===== config.mk =====
export PLATFORM = sky130hd
export DESIGN_NAME = scan_telegram_deframer
export DESIGN_NICKNAME = d
export VERILOG_FILES = /design/src/hw/rtl/stdf_pkg.sv /design/src/hw/rtl/stdf_parser.sv /design/src/hw/rtl/stdf_out_reg.sv /design/src/hw/rtl/scan_telegram_deframer.sv
export SDC_FILE = /design/constraint.sdc
export NUM_CORES = 1
export LEC_CHECK = 0
export BUFFER_PORTS_ARGS = -buffer_cell sky130_fd_sc_hd__buf_2
export CORE_ASPECT_RATIO = 0.6
export CORE_MARGIN = 1
export CORE_UTILIZATION = 30
export DETAILED_ROUTE_END_ITERATION = 16
export PLACE_DENSITY = 0.53
export RECOVER_POWER = 25
export SLEW_MARGIN = 20
export SYNTH_ARGS = -nofsm -noshare
export SYNTH_HDL_FRONTEND = slang
export SYNTH_SLANG_ARGS = --single-unit

===== constraint.sdc =====
create_clock -name i_clk -period 12.3 [get_ports i_clk]
set_clock_uncertainty 0.15 [all_clocks]
set_input_delay 2.46 -clock i_clk [delete_from_list [all_inputs] [get_ports i_clk]]
set_output_delay 2.46 -clock i_clk [all_outputs]
set_load 0.005 [all_outputs]

===== src/hw/rtl/stdf_pkg.sv =====
package stdf_pkg;

    localparam int BYTE_W  = 8;
    localparam int POS_W   = 11;
    localparam int LEN_W   = 10;
    localparam int CRC_W   = 16;
    localparam int IDX_W   = 9;
    localparam int DIST_W  = 15;
    localparam int PART_W  = 2;
    localparam int CFG_IDX_W = 2;

    localparam logic [CRC_W-1:0]  CRC_POLY   = 16'h8005;
    localparam logic [BYTE_W-1:0] CMD_DIST   = 8'hB0;
    localparam logic [BYTE_W-1:0] CMD_REMIS  = 8'hF5;
    localparam logic [15:0]       REMIS_MAX  = 16'd32759;

    localparam logic [BYTE_W-1:0] START_RESET = 8'd2;
    localparam logic [BYTE_W-1:0] ADDR_RESET  = 8'd128;
    localparam logic [BYTE_W-1:0] MASK_RESET  = 8'h1f;

    localparam logic [CFG_IDX_W-1:0] CFG_START = 2'd0;
    localparam logic [CFG_IDX_W-1:0] CFG_ADDR  = 2'd1;
    localparam logic [CFG_IDX_W-1:0] CFG_MASK  = 2'd2;

    localparam logic KIND_POINT = 1'b0;
    localparam logic KIND_END   = 1'b1;

    typedef struct packed {
        logic [BYTE_W-1:0] start_byte;
        logic [BYTE_W-1:0] address_byte;
        logic [BYTE_W-1:0] distance_mask;
    } t_cfg;

    typedef struct packed {
        logic              result_kind;
        logic [IDX_W-1:0]  point_index;
        logic [DIST_W-1:0] distance;
        logic [DIST_W-1:0] remission;
        logic              has_remission;
        logic              crc_ok;
        logic [PART_W-1:0] scan_part;
        logic [IDX_W-1:0]  point_count;
    } t_result;

    // One pair-byte step: shift the register, fold in the polynomial, xor the byte pair.
    function automatic logic [CRC_W-1:0] crc_step(input logic [CRC_W-1:0] crc,
                                                   input logic [BYTE_W-1:0] prev,
                                                   input logic [BYTE_W-1:0] b);
        logic [CRC_W-1:0] c;
        c = {crc[CRC_W-2:0], 1'b0};
        if (crc[CRC_W-1]) begin
            c = c ^ CRC_POLY;
        end
        return c ^ {prev, b};
    endfunction

endpackage


===== src/hw/rtl/stdf_parser.sv =====
module stdf_parser (
    input  logic                          i_clk,
    input  logic                          i_rst_n,
    input  logic                          i_step,
    input  logic [stdf_pkg::BYTE_W-1:0]   i_byte,
    input  stdf_pkg::t_cfg                i_cfg,
    output stdf_pkg::t_result             o_res,
    output logic                          o_res_valid
);

    typedef enum logic [2:0] {
        PH_HUNT, PH_ADDR, PH_LENLO, PH_LENHI, PH_CMD, PH_DATA, PH_CRCLO, PH_CRCHI
    } t_phase;

    t_phase                              r_phase, n_phase;
    logic [stdf_pkg::POS_W-1:0]          r_pos, n_pos;
    logic [stdf_pkg::LEN_W-1:0]          r_len, n_len;
    logic                                r_rem_type, n_rem_type;
    logic [stdf_pkg::CRC_W-1:0]          r_crc, n_crc;
    logic [stdf_pkg::BYTE_W-1:0]         r_prev, n_prev;
    logic [stdf_pkg::BYTE_W-1:0]         r_held_lo, n_held_lo;
    logic [stdf_pkg::DIST_W-1:0]         r_held_dist, n_held_dist;
    logic [stdf_pkg::IDX_W-1:0]          r_decl, n_decl;
    logic [stdf_pkg::IDX_W-1:0]          r_done, n_done;
    logic [stdf_pkg::PART_W-1:0]         r_part, n_part;
    logic [stdf_pkg::BYTE_W-1:0]         r_crc_lo, n_crc_lo;

    logic [stdf_pkg::CRC_W-1:0]          crc_fed;
    logic [stdf_pkg::DIST_W-1:0]         dist_now;
    logic [15:0]                         rem_raw;
    logic [stdf_pkg::POS_W-1:0]          q_dist, q_remis;
    logic [stdf_pkg::POS_W-1:0]          len_end;

    assign crc_fed  = stdf_pkg::crc_step(r_crc, r_prev, i_byte);
    assign dist_now = {i_byte[6:0] & i_cfg.distance_mask[6:0], r_held_lo};
    assign rem_raw  = {i_byte, r_held_lo};
    assign q_dist   = r_pos - stdf_pkg::POS_W'(7);
    assign q_remis  = r_pos - stdf_pkg::POS_W'(13);
    assign len_end  = stdf_pkg::POS_W'(r_len) + stdf_pkg::POS_W'(3);

    always_comb begin
        n_phase     = r_phase;
        n_pos       = r_pos;
        n_len       = r_len;
        n_rem_type  = r_rem_type;
        n_crc       = r_crc;
        n_prev      = r_prev;
        n_held_lo   = r_held_lo;
        n_held_dist = r_held_dist;
        n_decl      = r_decl;
        n_done      = r_done;
        n_part      = r_part;
        n_crc_lo    = r_crc_lo;
        o_res_valid = 1'b0;
        o_res.result_kind   = stdf_pkg::KIND_POINT;
        o_res.point_index   = r_done;
        o_res.distance      = dist_now;
        o_res.remission     = '0;
        o_res.has_remission = r_rem_type;
        o_res.crc_ok        = 1'b0;
        o_res.scan_part     = r_part;
        o_res.point_count   = r_decl;

        case (r_phase)
            PH_HUNT: begin
                if (i_byte == i_cfg.start_byte) begin
                    n_crc   = stdf_pkg::crc_step('0, '0, i_byte);
                    n_prev  = i_byte;
                    n_pos   = stdf_pkg::POS_W'(1);
                    n_phase = PH_ADDR;
                end
            end
            PH_ADDR: begin
                if (i_byte == i_cfg.address_byte) begin
                    n_crc   = crc_fed;
                    n_prev  = i_byte;
                    n_pos   = stdf_pkg::POS_W'(2);
                    n_phase = PH_LENLO;
                end else begin
                    n_phase = PH_HUNT;
                end
            end
            PH_LENLO: begin
                n_crc   = crc_fed;
                n_prev  = i_byte;
                n_len   = stdf_pkg::LEN_W'(i_byte);
                n_pos   = stdf_pkg::POS_W'(3);
                n_phase = PH_LENHI;
            end
            PH_LENHI: begin
                n_crc   = crc_fed;
                n_prev  = i_byte;
                n_len   = {i_byte[1:0], r_len[7:0]};
                n_pos   = stdf_pkg::POS_W'(4);
                n_phase = PH_CMD;
            end
            PH_CMD: begin
                if ((i_byte != stdf_pkg::CMD_DIST && i_byte != stdf_pkg::CMD_REMIS)
                        || r_len == '0) begin
                    n_phase = PH_HUNT;
                end else begin
                    n_crc      = crc_fed;
                    n_prev     = i_byte;
                    n_rem_type = (i_byte == stdf_pkg::CMD_REMIS);
                    if (i_byte == stdf_pkg::CMD_REMIS || r_len < stdf_pkg::LEN_W'(4)) begin
                        n_decl = '0;
                    end else begin
                        n_decl = stdf_pkg::IDX_W'((r_len - stdf_pkg::LEN_W'(4)) >> 1);
                    end
                    n_done      = '0;
                    n_part      = '0;
                    n_held_lo   = '0;
                    n_held_dist = '0;
                    n_pos       = stdf_pkg::POS_W'(5);
                    n_phase     = (r_len == stdf_pkg::LEN_W'(1)) ? PH_CRCLO : PH_DATA;
                end
            end
            PH_DATA: begin
                n_crc  = crc_fed;
                n_prev = i_byte;
                if (r_pos == stdf_pkg::POS_W'(6)) begin
                    n_part = i_byte[4:3];
                end
                if (!r_rem_type) begin
                    if (r_pos >= stdf_pkg::POS_W'(7)
                            && q_dist[stdf_pkg::POS_W-1:1] < (stdf_pkg::POS_W-1)'(r_decl)) begin
                        if (!q_dist[0]) begin
                            n_held_lo = i_byte;
                        end else begin
                            n_held_dist = dist_now;
                            o_res_valid = 1'b1;
                            n_done      = r_done + stdf_pkg::IDX_W'(1);
                        end
                    end
                end else begin
                    if (r_pos == stdf_pkg::POS_W'(11)) begin
                        n_decl = stdf_pkg::IDX_W'(i_byte);
                    end
                    if (r_pos >= stdf_pkg::POS_W'(13)
                            && q_remis[stdf_pkg::POS_W-1:2] < (stdf_pkg::POS_W-2)'(r_decl)) begin
                        case (q_remis[1:0])
                            2'd0, 2'd2: n_held_lo = i_byte;
                            2'd1:       n_held_dist = dist_now;
                            default: begin
                                o_res.distance  = r_held_dist;
                                o_res.remission = (rem_raw > stdf_pkg::REMIS_MAX)
                                                  ? '0 : rem_raw[stdf_pkg::DIST_W-1:0];
                                o_res_valid     = 1'b1;
                                n_done          = r_done + stdf_pkg::IDX_W'(1);
                            end
                        endcase
                    end
                end
                if (r_pos >= len_end) begin
                    n_phase = PH_CRCLO;
                end
                n_pos = r_pos + stdf_pkg::POS_W'(1);
            end
            PH_CRCLO: begin
                n_crc_lo = i_byte;
                n_pos    = r_pos + stdf_pkg::POS_W'(1);
                n_phase  = PH_CRCHI;
            end
            default: begin
                o_res.result_kind = stdf_pkg::KIND_END;
                o_res.point_index = '0;
                o_res.distance    = '0;
                o_res.crc_ok      = (r_crc == {i_byte, r_crc_lo});
                o_res_valid       = 1'b1;
                n_pos             = '0;
                n_phase           = PH_HUNT;
            end
        endcase
    end

    always_ff @(posedge i_clk) begin
        if (!i_rst_n) begin
            r_phase     <= PH_HUNT;
            r_pos       <= '0;
            r_len       <= '0;
            r_rem_type  <= 1'b0;
            r_crc       <= '0;
            r_prev      <= '0;
            r_held_lo   <= '0;
            r_held_dist <= '0;
            r_decl      <= '0;
            r_done      <= '0;
            r_part      <= '0;
            r_crc_lo    <= '0;
        end else if (i_step) begin
            r_phase     <= n_phase;
            r_pos       <= n_pos;
            r_len       <= n_len;
            r_rem_type  <= n_rem_type;
            r_crc       <= n_crc;
            r_prev      <= n_prev;
            r_held_lo   <= n_held_lo;
            r_held_dist <= n_held_dist;
            r_decl      <= n_decl;
            r_done      <= n_done;
            r_part      <= n_part;
            r_crc_lo    <= n_crc_lo;
        end
    end

endmodule


===== src/hw/rtl/stdf_out_reg.sv =====
module stdf_out_reg (
    input  logic               i_clk,
    input  logic               i_rst_n,
    input  logic               i_load,
    input  logic               i_res_valid,
    input  stdf_pkg::t_result  i_res,
    input  logic               i_ready,
    output logic               o_valid,
    output stdf_pkg::t_result  o_res,
    output logic               o_free
);

    logic              r_valid;
    stdf_pkg::t_result r_res;

    // Slot is free when empty or when the held word leaves this cycle.
    assign o_free  = !r_valid || i_ready;
    assign o_valid = r_valid;
    assign o_res   = r_res;

    always_ff @(posedge i_clk) begin
        if (!i_rst_n) begin
            r_valid <= 1'b0;
        end else if (i_load) begin
            r_valid <= i_res_valid;
        end else if (i_ready) begin
            r_valid <= 1'b0;
        end
    end

    always_ff @(posedge i_clk) begin
        if (i_load && i_res_valid) begin
            r_res <= i_res;
        end
    end

endmodule


===== src/hw/rtl/scan_telegram_deframer.sv =====
// A result passes through the input register and then the result register after its byte is accepted.
// One byte per cycle while the result slot is free; the parser state register closes the loop.
// A byte whose result cannot yet be placed waits in the input register until the result
// register drains.
// Reset (synchronous, active low): hunting for the start byte, registers to their defaults.
module scan_telegram_deframer (
    input  logic                            i_clk,
    input  logic                            i_rst_n,
    input  logic                            i_cfg_we,
    input  logic [stdf_pkg::CFG_IDX_W-1:0]  i_cfg_idx,
    input  logic [stdf_pkg::BYTE_W-1:0]     i_cfg_data,
    input  logic                            i_in_valid,
    output logic                            o_in_ready,
    input  logic [stdf_pkg::BYTE_W-1:0]     i_data_byte,
    output logic                            o_out_valid,
    input  logic                            i_out_ready,
    output logic                            o_result_kind,
    output logic [stdf_pkg::IDX_W-1:0]      o_point_index,
    output logic [stdf_pkg::DIST_W-1:0]     o_distance,
    output logic [stdf_pkg::DIST_W-1:0]     o_remission,
    output logic                            o_has_remission,
    output logic                            o_crc_ok,
    output logic [stdf_pkg::PART_W-1:0]     o_scan_part,
    output logic [stdf_pkg::IDX_W-1:0]      o_point_count
);

    stdf_pkg::t_cfg              r_cfg;
    logic                        r_in_valid;
    logic [stdf_pkg::BYTE_W-1:0] r_in_byte;
    logic                        step;
    logic                        out_free;
    logic                        res_valid;
    stdf_pkg::t_result           res;
    stdf_pkg::t_result           out_res;

    always_ff @(posedge i_clk) begin
        if (!i_rst_n) begin
            r_cfg.start_byte    <= stdf_pkg::START_RESET;
            r_cfg.address_byte  <= stdf_pkg::ADDR_RESET;
            r_cfg.distance_mask <= stdf_pkg::MASK_RESET;
        end else if (i_cfg_we) begin
            case (i_cfg_idx)
                stdf_pkg::CFG_START: r_cfg.start_byte    <= i_cfg_data;
                stdf_pkg::CFG_ADDR:  r_cfg.address_byte  <= i_cfg_data;
                stdf_pkg::CFG_MASK:  r_cfg.distance_mask <= i_cfg_data;
                default: ;
            endcase
        end
    end

    // Advance the held byte whenever the result slot can take its outcome.
    assign step       = r_in_valid && out_free;
    assign o_in_ready = !r_in_valid || out_free;

    always_ff @(posedge i_clk) begin
        if (!i_rst_n) begin
            r_in_valid <= 1'b0;
        end else if (o_in_ready) begin
            r_in_valid <= i_in_valid;
        end
    end

    always_ff @(posedge i_clk) begin
        if (o_in_ready && i_in_valid) begin
            r_in_byte <= i_data_byte;
        end
    end

    stdf_parser u_parser (
        .i_clk       (i_clk),
        .i_rst_n     (i_rst_n),
        .i_step      (step),
        .i_byte      (r_in_byte),
        .i_cfg       (r_cfg),
        .o_res       (res),
        .o_res_valid (res_valid)
    );

    stdf_out_reg u_out (
        .i_clk       (i_clk),
        .i_rst_n     (i_rst_n),
        .i_load      (step),
        .i_res_valid (res_valid),
        .i_res       (res),
        .i_ready     (i_out_ready),
        .o_valid     (o_out_valid),
        .o_res       (out_res),
        .o_free      (out_free)
    );

    assign o_result_kind   = out_res.result_kind;
    assign o_point_index   = out_res.point_index;
    assign o_distance      = out_res.distance;
    assign o_remission     = out_res.remission;
    assign o_has_remission = out_res.has_remission;
    assign o_crc_ok        = out_res.crc_ok;
    assign o_scan_part     = out_res.scan_part;
    assign o_point_count   = out_res.point_count;

endmodule


==> results.rst <==
.. list-table::
   :header-rows: 1

   * - Metric
     - Value
   * - Result of the run
     - finished, final reports clean
   * - Minimum clock period after layout
     - 5530 ps
   * - Total standard cell area after synthesis
     - 9380 um2
   * - Worst setup slack before clock tree synthesis
     - about 6800 ps
   * - Final setup slack of the worst path
     - 6770 ps
   * - Average size of a mapped cell
     - 9.62 um2
   * - Clk Tree Root Cell
     - sky130_fd_sc_hd__clkbuf_16
   * - Insertion delay of the later-clocked pin in the worst-skew pair
     - around 450 ps
   * - Total wire length after detailed routing
     - around 26 mm
   * - Fmax
     - 0.181 GHz
   * - Number of remaining DRC errors
     - 0
   * - Count of endpoints failing hold in the final timing report
     - 0
   * - TritonCTS Buffers
     - 17
   * - Total negative slack for setup checks
     - 0 ps
   * - Number of setup violations in the final report
     - 0
   * - Fraction of synthesis flops using an asynchronous set or reset pin
     - 0
   * - Critical path class
     - in -> out
   * - Worst slew margin relative to its limit
     - 0.215
   * - Die Ht
     - 139 um
   * - Via density
     - 5.07
   * - Post-DP HPWL
     - 18.0 mm
   * - Most frequent standard cell in the layout excluding fill and tap cells
     - sky130_fd_sc_hd__dfxtp_1
   * - Post-synthesis sequential element count
     - 186
   * - Post-cts sizing count
     - 0
   * - Remaining Overflow, GRT
     - 0
   * - Global placer's final weighted congestion
     - about 0.86
   * - Via count of the first global-routing pass
     - 6699
   * - Register-to-register setup slack
     - 7470 ps
   * - Most used flip-flop cell after synthesis
     - sky130_fd_sc_hd__dfxtp_1
   * - Maximum fanout encountered on the critical timing path
     - 2
   * - GR Util All Layers
     - 0.164
   * - Portion of the clock cycle consumed by the worst path in the final layout
     - 0.449
   * - Required time reported for the critical path endpoint
     - 9690 ps
   * - Arithmetic-cell share of the synthesized area counting full adders, half adders and majority gates
     - 0.0531
   * - Hold crit path type
     - reg -> reg
   * - Actual slew at the worst max-slew pin
     - 1180 ps
   * - Horiz. Die Dim
     - 230 um
   * - Number of filler cells placed in the layout
     - 3101
   * - Netlist cell types
     - 67
   * - Number of detailed-routing iterations run before antenna repair
     - 5
   * - Share of the core filled with cells
     - 0.353
   * - Io pins
     - about 80
   * - Instance count of the mapped netlist
     - between 900 and 1000
   * - Final Slew Violations
     - 0
   * - Iter 0 DRT Violations
     - 643
   * - Area taken by flip-flops and latches
     - 4330 um2
   * - Unrepaired setup endpoints after global routing
     - no
   * - Relative area change from synthesis to final layout
     - 14.2%
   * - Launch point of the worst hold path
     - u_parser.r_part[1]
   * - CTS tree
     - built
   * - Path depth of the worst reg2reg path
     - 14
   * - Remaining number of nets flagged by the antenna check after routing
     - 0
   * - Hold-critical path depth
     - 0
   * - End point of the worst hold path
     - u_out.o_res[10]
   * - Core area
     - 30300 um2
   * - Total power per unit cell area
     - 124 nW/um2
   * - Post-route non-filler standard cell count
     - approximately 1400
   * - CP Capture Type
     - output port
   * - Die area
     - 32000 um2
   * - Initial Util
     - 0.309
   * - Number of buffers inserted by port buffering
     - between 70 and 80
   * - Post-place instance area
     - 10100 um2
   * - Global-route wire length before repair
     - 40.2 mm
   * - Cell count after placement
     - roughly 1400
   * - TritonCTS sink count
     - between 150 and 200
   * - Worst r2r dst
     - u_out.o_res[11]
   * - Buffer count from post-CTS setup fixing
     - 0
   * - Clock Tree Buf Depth
     - 2
   * - Number of diodes added for antenna fixing
     - 0
   * - Layout cell share with drive strength beyond 1
     - 0.120
   * - Worst R2R Start
     - u_parser.r_pos[0]
   * - Largest family of logic cells by synthesized area
     - simple AND/OR/NAND/NOR gates
   * - Pin count of the biggest net entering global routing
     - 72
   * - Synthesized-area fraction occupied by ao, oa, aoi and oai cells
     - 0.132
   * - Detail-routed net length per standard cell
     - approximately 18 um
   * - Count of flip-flops with a built-in enable after synthesis
     - between 60 and 70
   * - Area share of and/or/nand/nor cells after synthesis
     - 0.179
   * - Max-cap violations
     - 0
   * - Initial antenna violation count
     - 0
   * - Hold bufs inserted after CTS
     - 0
   * - Deepest level of the CTS H-tree
     - 4
   * - Post-Syn Nets
     - 1037
   * - Most frequent cells in the layout
     - 125 x sky130_fd_sc_hd__dfxtp_1, 72 x sky130_fd_sc_hd__nor2_1, 67 x sky130_fd_sc_hd__nand2_1, 67 x sky130_fd_sc_hd__xor2_1, 67 x sky130_fd_sc_hd__buf_2
   * - Area used by multi-input combinational logic
     - 4580 um2
   * - Arrival time reported for the critical path endpoint
     - 2920 ps
   * - Total number of placement rows
     - 49
   * - Type of origin of the critical path
     - input pin
   * - Sequential element share of the synthesized area
     - 0.462
   * - Via count of the routed design
     - 7280
   * - Share of the synthesized netlist area taken by xor and xnor gates
     - 0.0812
   * - Final #Nets
     - around 1100
   * - Post-route cell area
     - ~11000 um2
   * - Number of warnings issued by yosys
     - 0
   * - CTS clock-pin slew for the worst setup and hold paths
     - about 70 ps
   * - Proportion of synthesized area in mux cells
     - 0.0417
   * - Peak ir drop on the vdd network
     - 0.000102 V
   * - Leak pwr
     - 0.00388 uW
-- logic make-up after synthesis --
kind of cell,after synthesis
AOI/OAI and AO/OA,181
xor gates and xnor gates,87
adders and majority gates,40
buffers and inverters,111
DFF,186
muxes,39
and+or+nand+nor,331
-- registers in the layout, indices dropped and copies added, names as in the netlist, 2 cells and up --
name                  flops
u_parser.r_crc           16
r_in_byte                 8
u_parser.r_prev           8
u_parser.r_phase          3
u_parser.r_decl           9
u_parser.r_part           2
u_parser.r_held_dist     15
r_cfg                    23
u_out.o_res              53
u_parser.r_pos           11
u_parser.r_len           10
u_parser.r_done           9
u_parser.r_crc_lo         8
u_parser.r_held_lo        8
-- power breakdown --
group	switching, uW	internal, uW
sequential	12.5	635
clock	260	371
combinational	29.4	14.8
total	302	1020
-- area by class of cell --
cell class	instances	share of cell area
Inverter	44	0.0154
Multi-Input combinational cell	678	0.428
Tap cell	408	0.0476
Sequential cell	186	0.405
Clock inverter	14	0.0221
Timing Repair Buffer	88	0.0418
Clock buffer	18	0.0410
-- stage by stage --
stage / total power (uW) / hold WS, ps
after floorplan: 686 / 259
after global placement: 706 / 278
after detailed placement: 706 / 274
after CTS: 1330 / 302
after global routing: 1360 / 314
final: 1320 / 292
-- metal layers --
metal / global-route usage / part of all wire / wire, um
met3: 0.0321 / 0.052 / 1340
met5: 0 / 0 / 0
met2: 0.210 / 0.39 / 9850
met1: 0.262 / 0.55 / 13900
met4: 0.0579 / 0.018 / 448
-- worst max-delay path, cell delays in order --
cell and delay (ps):
sky130_fd_sc_hd__buf_2 100, sky130_fd_sc_hd__nor2b_1 140, sky130_fd_sc_hd__nand2_1 80, sky130_fd_sc_hd__buf_2 130
-- cell usage after synthesis (3+ instances only) --
cell,number,area share
sky130_fd_sc_hd__a22o_1,8,0.0075
sky130_fd_sc_hd__o2111ai_1,5,0.0047
sky130_fd_sc_hd__nand2_1,67,0.027
sky130_fd_sc_hd__and3_1,6,0.0040
sky130_fd_sc_hd__o211a_1,4,0.0043
sky130_fd_sc_hd__clkbuf_1,34,0.014
sky130_fd_sc_hd__nand2b_1,7,0.0047
sky130_fd_sc_hd__edfxtp_1,61,0.20
sky130_fd_sc_hd__o221ai_1,4,0.0037
sky130_fd_sc_hd__o211ai_1,9,0.0072
sky130_fd_sc_hd__buf_4,4,0.0032
sky130_fd_sc_hd__o31ai_1,19,0.015
sky130_fd_sc_hd__inv_1,43,0.017
sky130_fd_sc_hd__nor2b_1,7,0.0047
sky130_fd_sc_hd__dfxtp_1,125,0.27
sky130_fd_sc_hd__o22ai_1,12,0.0080
sky130_fd_sc_hd__a21o_1,4,0.0032
sky130_fd_sc_hd__nand4_1,19,0.013
sky130_fd_sc_hd__or4_1,8,0.0064
sky130_fd_sc_hd__xor2_1,67,0.063
sky130_fd_sc_hd__buf_6,4,0.0048
sky130_fd_sc_hd__mux2i_1,38,0.041
sky130_fd_sc_hd__nand4b_1,3,0.0028
sky130_fd_sc_hd__ha_1,39,0.052
sky130_fd_sc_hd__nor4_1,18,0.012
sky130_fd_sc_hd__a32o_1,7,0.0075
sky130_fd_sc_hd__and2_1,27,0.018
sky130_fd_sc_hd__o21a_1,4,0.0032
sky130_fd_sc_hd__nor2_1,73,0.029
sky130_fd_sc_hd__buf_1,10,0.0040
sky130_fd_sc_hd__a21oi_1,43,0.023
sky130_fd_sc_hd__buf_2,15,0.0080
sky130_fd_sc_hd__or3_1,5,0.0033
sky130_fd_sc_hd__nor3_1,13,0.0069
sky130_fd_sc_hd__xnor2_1,20,0.019
sky130_fd_sc_hd__o21ai_0,39,0.021
sky130_fd_sc_hd__a211oi_1,3,0.0024
sky130_fd_sc_hd__nand3_1,65,0.035
-- worst max-delay path by stage --
stage | cells past startpoint | end | startpoint | slack [ps]
finish | 4 | o_in_ready | i_out_ready | 6770
global route | 4 | o_in_ready | i_out_ready | 6700
CTS | 4 | o_in_ready | i_out_ready | 6770
detailed placement | 4 | o_in_ready | i_out_ready | 6780
global placement | 4 | o_in_ready | i_out_ready | 6780
floorplan | 15 | u_out.o_res[0] | u_parser.r_pos[0] | 6570
Note: power is estimated with default switching activity, not from simulation.
